<file path="config.mk">
export PLATFORM = sky130hd
export DESIGN_NAME = jtdm_mix
export DESIGN_NICKNAME = d
export VERILOG_FILES = /design/src/rtl/core/jtdm_pkg.sv /design/src/rtl/core/jtdm_mix.sv
export SDC_FILE = /design/constraint.sdc
export NUM_CORES = 2
export LEC_CHECK = 0
export ABC_CLOCK_PERIOD_IN_PS = 10150
export BUFFER_PORTS_ARGS = -buffer_cell sky130_fd_sc_hd__buf_4
export CAP_MARGIN = 20
export CORE_AREA = 2 2 208 292
export DETAILED_ROUTE_END_ITERATION = 6
export DIE_AREA = 0 0 210 294
export GPL_TIMING_DRIVEN = 0
export HOLD_SLACK_MARGIN = 0.08
export PLACE_DENSITY = 0.79
export SLEW_MARGIN = 10
export SYNTH_ARGS = -nofsm -noshare
export SYNTH_HDL_FRONTEND = slang
export SYNTH_SLANG_ARGS = --single-unit
</file>
<file path="constraint.sdc">
create_clock -name clk -period 10.15 [get_ports clk]
set_clock_uncertainty 0.1 [all_clocks]
set_input_delay 0.5075 -clock clk [delete_from_list [all_inputs] [get_ports clk]]
set_output_delay 0.5075 -clock clk [all_outputs]
set_load 0.02 [all_outputs]
</file>
<file path="src/rtl/core/jtdm_pkg.sv">
// Shared types, constants and the arctangent table of the joystick tank drive mixer.
// Used by every module in rtl/core; depends on nothing else.
package jtdm_pkg;

  // CORDIC vectoring: 24 micro-rotations on values scaled by 2^24.
  localparam int CORDIC_BITS  = 24;
  localparam int CORDIC_STEPS = 24;
  localparam int CW           = 35;  // x and y width, signed
  localparam int ZW           = 34;  // angle accumulator width, signed
  localparam int SQRT_BITS    = 8;   // root of at most 20000 fits in 8 bits
  localparam int QUOT_BITS    = 7;   // mixing quotient is clamped to 101

  // Register map, by word index.
  typedef enum logic [1:0] {
    REG_MIX_MODE   = 2'd0,
    REG_MIN_ANGLE  = 2'd1,
    REG_MIN_EFFORT = 2'd2
  } reg_idx_t;

  // Per-axis efforts and flipper result of one sample.
  typedef struct packed {
    logic [7:0] s;        // speed effort, signed
    logic [7:0] d;        // direction effort, signed
    logic       dir_pos;  // centered direction offset above zero
    logic [7:0] fe;       // flipper effort, signed
  } axis_t;

  // State carried through the vectoring and square-root steps.
  typedef struct packed {
    logic [CW-1:0] x;
    logic [CW-1:0] y;
    logic [ZW-1:0] z;
    logic [14:0]   n;     // s*s + d*d
    logic [7:0]    root;
    axis_t         ax;
  } vec_t;

  // Division request handed from the mixer to the divider.
  typedef struct packed {
    logic [13:0] num;
    logic [6:0]  den;
    logic        neg;
    logic        q_used;
    logic        q_left;
    logic [8:0]  l_fix;   // signed
    logic [8:0]  r_fix;   // signed
    logic [7:0]  fe;      // signed
  } divreq_t;

  // Divider stage state.
  typedef struct packed {
    logic [13:0]          rem;
    logic [QUOT_BITS-1:0] quo;
    divreq_t              req;
  } divst_t;

  // One finished result.
  typedef struct packed {
    logic [7:0]  le;
    logic [7:0]  re;
    logic [7:0]  fe;
    logic [15:0] lp;
    logic [15:0] rp;
    logic [15:0] fp;
  } res_t;

  // round(57.3 * atan(2^-i) * 2^24)
  function automatic logic [29:0] atan_entry(input logic [4:0] idx);
    logic [29:0] v;
    case (idx)
      5'd0:  v = 30'd755030332;
      5'd1:  v = 30'd445720432;
      5'd2:  v = 30'd235506435;
      5'd3:  v = 30'd119546744;
      5'd4:  v = 30'd60005354;
      5'd5:  v = 30'd30031929;
      5'd6:  v = 30'd15019629;
      5'd7:  v = 30'd7510273;
      5'd8:  v = 30'd3755194;
      5'd9:  v = 30'd1877604;
      5'd10: v = 30'd938803;
      5'd11: v = 30'd469402;
      5'd12: v = 30'd234701;
      5'd13: v = 30'd117350;
      5'd14: v = 30'd58675;
      5'd15: v = 30'd29338;
      5'd16: v = 30'd14669;
      5'd17: v = 30'd7334;
      5'd18: v = 30'd3667;
      5'd19: v = 30'd1834;
      5'd20: v = 30'd917;
      5'd21: v = 30'd458;
      5'd22: v = 30'd229;
      5'd23: v = 30'd115;
      default: v = 30'd0;
    endcase
    return v;
  endfunction

endpackage

</file>
<file path="src/rtl/core/jtdm_mix.sv">
// Angle finish and effort mixing: forms the signed mixing product and turns it
// into a division request. Four register stages. Depends on jtdm_pkg.
module jtdm_mix import jtdm_pkg::*; #(
  parameter int FRAC = 8
) (
  input  logic       clk,
  input  logic       rst,
  input  logic       en,
  input  logic       mix_mode,
  input  logic [6:0] min_angle_deg,
  input  logic [8:0] min_effort_q8,
  input  logic       in_vld,
  input  vec_t       in,
  output logic       out_vld,
  output divreq_t    out
);

  localparam int AW = FRAC + 9;
  localparam int TW = FRAC + 20;
  localparam int XW = TW + 9;
  localparam logic signed [AW-1:0] ANG90 = AW'(90 * (2 ** FRAC));
  localparam logic signed [AW-1:0] ANG20 = AW'(20 * (2 ** FRAC));
  localparam logic signed [TW-1:0] Q45   = TW'(45 * (2 ** FRAC));

  // Stage 1 signals.
  logic [FRAC+7:0]        amag;
  logic signed [AW-1:0]   ang_c;
  logic signed [7:0]      s_c, d_c;
  logic                   v1;
  logic signed [AW-1:0]   ang1;
  logic [7:0]             m1;
  logic                   sp1, sn1, dn1, dp1;
  logic [7:0]             fe1;
  // Stage 2 signals.
  logic [6:0]             ma, span;
  logic [8:0]             ef;
  logic signed [TW-1:0]   a_ext, ma_one, w, diff, prod1, prod2, t_c;
  logic [15:0]            es;
  logic                   band, qu_c, ql_c;
  logic signed [8:0]      mpos, lf_c, rf_c;
  logic                   v2, mode2;
  logic signed [TW-1:0]   t2;
  logic [6:0]             den2;
  logic                   qu2, ql2;
  logic [8:0]             lf2, rf2;
  logic [7:0]             m2, fe2;
  // Stage 3 signals.
  logic                   v3, mode3;
  logic signed [XW-1:0]   x3;
  logic [6:0]             den3;
  logic                   qu3, ql3;
  logic [8:0]             lf3, rf3;
  logic [7:0]             fe3;
  // Stage 4 signals.
  logic [XW-1:0]          absx, nsh;
  logic [13:0]            lim;
  divreq_t                req;

  // Angle in fixed point: truncate the accumulator, then apply the quadrant sign.
  assign amag = in.z[ZW-1] ? '0 : in.z[CORDIC_BITS-FRAC +: FRAC+8];
  assign s_c  = signed'(in.ax.s);
  assign d_c  = signed'(in.ax.d);

  always_comb begin
    if (d_c == 8'sd0) begin
      ang_c = (s_c > 8'sd0) ? ANG90 : -ANG90;
    end else if (s_c == 8'sd0) begin
      ang_c = '0;
    end else if (s_c[7] != d_c[7]) begin
      ang_c = -signed'(AW'(amag));
    end else begin
      ang_c = signed'(AW'(amag));
    end
  end

  always_ff @(posedge clk) begin
    if (rst) begin
      v1 <= 1'b0;
    end else if (en) begin
      v1 <= in_vld;
    end
    if (en) begin
      ang1 <= ang_c;
      m1   <= in.root;
      sp1  <= s_c > 8'sd0;
      sn1  <= s_c[7];
      dn1  <= d_c[7];
      dp1  <= in.ax.dir_pos;
      fe1  <= in.ax.fe;
    end
  end

  // Stage 2: choose the mixing rule and form its factor.
  assign ma     = (min_angle_deg > 7'd89) ? 7'd89 : min_angle_deg;
  assign ef     = (min_effort_q8 > 9'd256) ? 9'd256 : min_effort_q8;
  assign span   = 7'd90 - ma;
  assign ma_one = signed'(TW'(ma) << FRAC);
  assign w      = signed'(TW'(10'd256 - 10'(ef)));
  assign es     = 16'(ef) * 16'(span);
  assign prod2  = signed'(TW'(es) << FRAC);
  assign band   = (ang1 > -ANG20) && (ang1 < ANG20);
  assign mpos   = signed'({1'b0, m1});
  assign diff   = a_ext - ma_one;
  assign prod1  = diff * w;

  always_comb begin
    a_ext = TW'(ang1);
    t_c   = '0;
    qu_c  = 1'b0;
    ql_c  = 1'b0;
    lf_c  = mpos;
    rf_c  = mpos;
    if (!mix_mode) begin
      if (band) begin
        lf_c = dp1 ? mpos : -mpos;
        rf_c = dp1 ? -mpos : mpos;
      end else if (sp1) begin
        qu_c = 1'b1;
        if (!dn1) begin
          lf_c = mpos;
        end else begin
          a_ext = -TW'(ang1);
          ql_c  = 1'b1;
          rf_c  = mpos;
        end
        t_c = prod1 + prod2;
      end else begin
        lf_c = -mpos;
        rf_c = -mpos;
      end
    end else begin
      qu_c = 1'b1;
      if (!sn1 && !dn1) begin
        lf_c = mpos;
        t_c  = TW'(ang1) - Q45;
      end else if (!sn1) begin
        ql_c = 1'b1;
        rf_c = mpos;
        t_c  = -(TW'(ang1) + Q45);
      end else if (!dn1) begin
        ql_c = 1'b1;
        rf_c = -mpos;
        t_c  = TW'(ang1) + Q45;
      end else begin
        lf_c = -mpos;
        t_c  = Q45 - TW'(ang1);
      end
    end
  end

  always_ff @(posedge clk) begin
    if (rst) begin
      v2 <= 1'b0;
    end else if (en) begin
      v2 <= v1;
    end
    if (en) begin
      mode2 <= mix_mode;
      t2    <= t_c;
      den2  <= mix_mode ? 7'd45 : span;
      qu2   <= qu_c;
      ql2   <= ql_c;
      lf2   <= lf_c;
      rf2   <= rf_c;
      m2    <= m1;
      fe2   <= fe1;
    end
  end

  // Stage 3: multiply by the magnitude.
  always_ff @(posedge clk) begin
    if (rst) begin
      v3 <= 1'b0;
    end else if (en) begin
      v3 <= v2;
    end
    if (en) begin
      mode3 <= mode2;
      x3    <= XW'(signed'({1'b0, m2})) * XW'(t2);
      den3  <= den2;
      qu3   <= qu2;
      ql3   <= ql2;
      lf3   <= lf2;
      rf3   <= rf2;
      fe3   <= fe2;
    end
  end

  // Stage 4: drop the scale bits toward zero and clamp so the quotient stays below 128.
  assign absx = x3[XW-1] ? XW'(-x3) : XW'(x3);
  assign nsh  = mode3 ? (absx >> FRAC) : (absx >> (FRAC + 8));
  assign lim  = 14'(16'(den3) * 16'd101);

  always_comb begin
    req.num    = (nsh > XW'(lim)) ? lim : nsh[13:0];
    req.den    = den3;
    req.neg    = x3[XW-1];
    req.q_used = qu3;
    req.q_left = ql3;
    req.l_fix  = lf3;
    req.r_fix  = rf3;
    req.fe     = fe3;
  end

  always_ff @(posedge clk) begin
    if (rst) begin
      out_vld <= 1'b0;
    end else if (en) begin
      out_vld <= v3;
    end
    if (en) begin
      out <= req;
    end
  end

endmodule

</file>
Word level (Yosys, flattened, before mapping)
Index checks and enable logic that the tools add are counted.

cells by class
  add/subtract/negate cells = 12
  $mul = 4
  divide/modulo/power cells = 0
  magnitude comparators = 6
  equal/unequal tests = 1
  shift operators = 0
  multiplexer cells = 42
  bitwise logic cells = 0
  reductions and logical operators = 6

operators with widths
  kind                    number
  $mux 28                 10
  $mux 9                  14
  $mux 17                 4
  $mul 9x28->37           1
  $mux 37                 1
  $neg 37->37             1
  $gt 29x14->1            1
  $mux 29                 1
  $add 28x25->28          1
  $mul 28x10->28          1
  $neg 17->28             1
  $neg 28->28             1
  $sub 28x16->28          1
  $add 17x15->18 const B  1
  $sub 15x17->18 const A  1
  $sub 17x15->18 const B  1
  $gt 17x14->1 const B    1
  $lt 17x14->1 const B    1
  $neg 16->17             1
  $logic_not 8->1         2
  $mul 9x7->16            1
  $mux 16                 1
  $mul 7x7->14 const B    1
  $mux 14                 1
  other kinds (11)        21

word-level totals
  register bits = 236
  bits in latches = 0
  RAM bits = 0
  bits in read-only memories = 0
  input bits = 173
  word-level logic and storage cells = 107
  memories kept = 0

Longest topological paths before layout
  depth after elaboration = 11
  depth in mapped cells = 40

Least setup slack after synthesis
OpenSTA, ideal clock, no wires.

  path type = input port to flip-flop
  from = input port min_angle_deg[4]
  to = register t2[27], data pin
  library setup time = 266 ps
  data arrival time = 9010 ps
  required time = 9784 ps
  slack = 774 ps
  stages on the path = 39
  cells stage by stage = nand2_1 -> nor2_1 -> o21ai_0 -> nor2b_1 -> inv_1 -> ha_1 -> inv_1 -> a21oi_1 -> xnor2_1 -> or2_2 -> fa_1 -> fa_1 -> inv_1 -> fa_1 -> inv_1 -> fa_1 -> inv_1 -> ha_1 -> [3 not listed] -> o21ai_0 -> a21oi_1 -> o41ai_1 -> xnor2_1 -> ha_1 -> fa_1 -> inv_1 -> fa_1 -> fa_1 -> inv_1 -> ha_1 -> a21o_1 -> a21o_1 -> a21oi_1 -> nand4_1 -> o211ai_1 -> xnor2_1 -> o21ai_1

between the ends
  longest elaborated chain between the ends = 8
  elaborated cells between the ends (all ways) = 10
  those cells by class = 3 x add/sub; 2 x mul; 1 x order compare; 4 x mux

ends and longest elaborated chain
  item                                            RTL line                         RTL
  start: declaration                              jtdm_mix.sv:10                   input logic [6:0] min_angle_deg,
  $gt 7x7->1 *                                    jtdm_mix.sv:94                   assign ma = (min_angle_deg > 7'd89) ? 7'd89 : min_angle_deg;
  $mux 7 *                                        jtdm_mix.sv:94
  named net ma[0]                                 jtdm_mix.sv:35                   logic [6:0] ma, span;
  $sub 28x16->28 or $sub 7x7->7 (tied branches)   jtdm_mix.sv:103, jtdm_mix.sv:96
  $mul 28x10->28 or $mul 9x7->16 (tied branches)  jtdm_mix.sv:104, jtdm_mix.sv:99
  $add 28x25->28 *                                jtdm_mix.sv:126                  t_c = prod1 + prod2;
  $mux 28 *                                       jtdm_mix.sv:117                  end else if (sp1) begin
  $mux 28 *                                       jtdm_mix.sv:114                  if (band) begin
  $mux 28 *                                       jtdm_mix.sv:113                  if (!mix_mode) begin
  named net t_c[27]                               jtdm_mix.sv:37                   logic signed [TW-1:0] a_ext, ma_one, w, diff, prod1, prod2, t_c;
  end signal: assignment                          jtdm_mix.sv:159                  t2 <= t_c;
  end: declaration                                jtdm_mix.sv:42                   logic signed [TW-1:0] t2;

The timed path passes the listed nets; every way through them passes the cells marked *.
A chain may end at the register's enable or synchronous reset.

Worst setup path in the final report
  from = register ang1[8]
  to = register t2[24], data pin

between the ends
  longest elaborated chain between the ends = 11
  elaborated cells between the ends (all ways) = 21
  those cells by class = 7 x add/sub; 1 x mul; 2 x order compare; 10 x mux; 1 x reduce/logical

ends and longest elaborated chain
  item                      RTL line         RTL
  start: declaration        jtdm_mix.sv:30   logic signed [AW-1:0] ang1;
  start signal: assignment  jtdm_mix.sv:83   ang1 <= ang_c;
  $neg 17->28               jtdm_mix.sv:122  a_ext = -TW'(ang1);
  $mux 28                   jtdm_mix.sv:119  if (!dn1) begin
  $mux 28                   jtdm_mix.sv:117
  $mux 28                   jtdm_mix.sv:114
  $mux 28                   jtdm_mix.sv:113
  $sub 28x16->28            jtdm_mix.sv:103  assign diff = a_ext - ma_one;
  $mul 28x10->28            jtdm_mix.sv:104  assign prod1 = diff * w;
  $add 28x25->28            jtdm_mix.sv:126
  $mux 28                   jtdm_mix.sv:117
  $mux 28                   jtdm_mix.sv:114
  $mux 28 *                 jtdm_mix.sv:113
  named net t_c[24]         jtdm_mix.sv:37

Marks and branches as above.

==> results by group <==
Status
  • Status: complete, no violations

Detailed routing
  • Vias/cell: 5.443
  • M1 WL: 25320 µm
  • Residual DRC count: 0
  • Wire per inst: 18.11 µm
  • WL final: 73090 µm
  • Vias: 21.96k
  • DR WL met2: 39430 µm
  • Initial drt markers: 1172
  • Top routing layer used: met4
  • Metal3 WL: 2556 µm
  • Routed Antenna Nets: 0
  • Detailed Routing Iterations Pass 1: 6

Yosys
  • Flops & latches, synth: 232
  • Syn Std Cell Area: 29410 µm²
  • Main synth FF type: edfxtp_1
  • Seq/Total Area, Yosys: 0.2355
  • EDFF count, synth: 228
  • Synth warn: 0
  • Syn Area/Cell: 9.597 µm²
  • Cells after synthesis: 3065
  • Yosys cell types: 89
  • Cell with the most instances after synthesis: inv_1
  • Ys async rst share: 0
  • Top cells by count, synth: 521 x inv_1, 395 x fa_1, 292 x nand2_1, 269 x nor2_1, 243 x ha_1
  • Area contributors post-synth: fa_1 27%, edfxtp_1 23%, ha_1 10%
  • Synth top area share: 0.2688
  • Largest area contributor in the netlist: fa_1

Die
  • Die area: 61740 µm²
  • Placement row count: 106
  • Die width: 210 µm
  • Core area: 59280 µm²
  • Num ports: 224
  • Chip Height: 294 µm
  • Starting Density: 0.4962

Placed design
  • Placed wire-length estimate: 60520 µm
  • Area after DPL: 31390 µm²
  • PortBufs: 121
  • Routability Congestion: 0.9525

Clock network
  • Root buffer cell: clkbuf_16
  • Worst-Skew Late Latency: 0.55 ns
  • Clk sink count: 232
  • Worst-path clk slew: 0.06 ns
  • H-tree levels: 1
  • CTS buffer count: 24
  • Longest Clk Path Bufs: 3
  • TritonCTS clock tree: built

Setup path
  • Worst setup path category: register to register
  • Critical Path Sink Type: register
  • Critical path required time: 10.34 ns
  • Critical-path top delay cell: xor2_1
  • Crit start category: register
  • Crit path DAT: 10.04 ns
  • Most frequent CP cell: fa_1
  • CP max FO: 10
  • Slowest stage delay, CP: 0.56 ns

Timing
  • Final hold vios: 0
  • Max Slew Vio Count: 0
  • Minimum clock period: 9.843 ns
  • Crit share post-route: 0.9698
  • Slew @ Worst Pin: 1.102 ns
  • Max Freq: 0.1016 GHz
  • Slew margin rel.: 0.2605
  • # setup viols final: 0

Job
  • Max_cap viols: 0

GRT
  • GR Overflow Total: 0
  • Number of global-route vias before repair: 22.99k
  • Antenna violations before repair: 0
  • First-pass GRT wire length: 117100 µm
  • Largest net degree at the start of global routing: 123
  • GRT Util Overall: 0.2424

Worst hold path
  • Hold Crit Class: input port to register

Cells and area
  • Antenna Cells: 0
  • Layout cells sized above 1: 0.08326
  • Layout Nets: 4075
  • Syn-to-layout area delta: 11.31%
  • Fin area: 32740 µm²
## layout by cell type, fill, tap and decap left out, drive strengths merged, types with 12 or more instances in the layout
cell | netlist | routed
a21o | 27 | 27
a21oi | 93 | 93
a31oi | 14 | 14
and2 | 154 | 154
and3 | 12 | 12
buf | 20 | 155
clkbuf | 74 | 100
conb | 2 | 19
dlygate4sd3 | 0 | 21
edfxtp | 228 | 228
fa | 395 | 395
ha | 243 | 243
inv | 522 | 524
mux2i | 21 | 21
nand2 | 293 | 293
nand2b | 38 | 38
nand3 | 32 | 32
nand4 | 15 | 15
nor2 | 269 | 269
nor2b | 29 | 29
nor3 | 40 | 40
o211ai | 15 | 15
o21a | 19 | 19
o21ai | 128 | 128
o31ai | 19 | 19
or2 | 22 | 22
or3 | 18 | 18
xnor2 | 111 | 111
xor2 | 71 | 71
## routing by layer
metal	up-vias	global-route usage
li1	10275	-
met1	10792	0.2482
met2	630	0.4664
met3	267	0.02070
met4	0	0.1614
met5	-	0
## cells by family (layout without fill, tap and decap cells)
| kind of cell | after synthesis | in the layout | synth area share |
|---|---|---|---|
| other | 2 | 19 | 0.0002553 |
| adder cells (fa/ha/maj) | 638 | 638 | 0.3722 |
| multiplexers | 32 | 32 | 0.01238 |
| flip-flops | 232 | 232 | 0.2355 |
| XOR/XNOR | 183 | 183 | 0.05496 |
| AND/OR/NAND/NOR | 962 | 962 | 0.1578 |
| buffers and inverters | 616 | 813 | 0.08061 |
| AO/OA/AOI/OAI | 400 | 400 | 0.08631 |
## final cells by class
cell class | instances | area [µm²]
Timing Repair Buffer | 156 | 1251
Fill cell | 5127 | 26540
Clock buffer | 26 | 608.1
Tap cell | 756 | 945.9
Clock inverter | 15 | 260.3
Sequential cell | 232 | 6927
Multi-Input combinational cell | 2234 | 20370
Buffer | 94 | 412.9
Inverter | 522 | 1963
## per-stage QoR
step / instances / setup slack (ns) / hold slack (ns) / utilization / setup TNS (ns)
floorplan: 3082 / 0.7745 / 0.3003 / - / 0
global placement: 3959 / -1.261 / 0.3005 / 0.5285 / -9.367
detailed placement: 3962 / -1.438 / 0.3045 / 0.5295 / -11.24
CTS: 4028 / 0.03963 / 0.1325 / 0.5494 / 0
global route: 4035 / -0.03537 / 0.1465 / 0.5523 / -0.05724
finish: 4035 / 0.3068 / 0.1426 / 0.5523 / 0
## path summary, 6_finish.rpt
path	cells past startpoint	end	from	slack (ns)
min reg2reg	0	out[22]	lf3[5]	0.31
max reg2reg	31	t2[24]	ang1[8]	0.31
max	31	t2[24]	ang1[8]	0.31
min	1	mode2	mix_mode	0.14
## registers in the layout, indices dropped and copies added (netlist names), 7 cells and up
name / cells
fe3: 8
ang1: 17
t2: 28
out: 49
lf2: 9
m2: 7
rf2: 8
lf3: 9
x3: 37
fe2: 8
rf3: 8
fe1: 8
den2: 7
den3: 7
m1: 8
## worst max-delay path: cells and delay by family (launching register included)
| kind | cells | cell delay [ns] |
|---|---|---|
| xor+xnor | 3 | 1.23 |
| fa+ha+maj | 8 | 3.75 |
| flops | 1 | 0.48 |
| buf+inv | 4 | 0.81 |
| simple gates | 5 | 0.89 |
| compound gates | 11 | 2.33 |
## what timing repair did
action	4_1_cts	5_1_grt
hold endpoints to repair	23	0
endpoints found under the setup margin	10	8
pin swaps	1	5
hold buffers	21	0
setup buffers	4	7
resized for setup	12	28
Power is not shown: default switching activity piles up to over one toggle a cycle in this logic, so the estimate is an artifact.
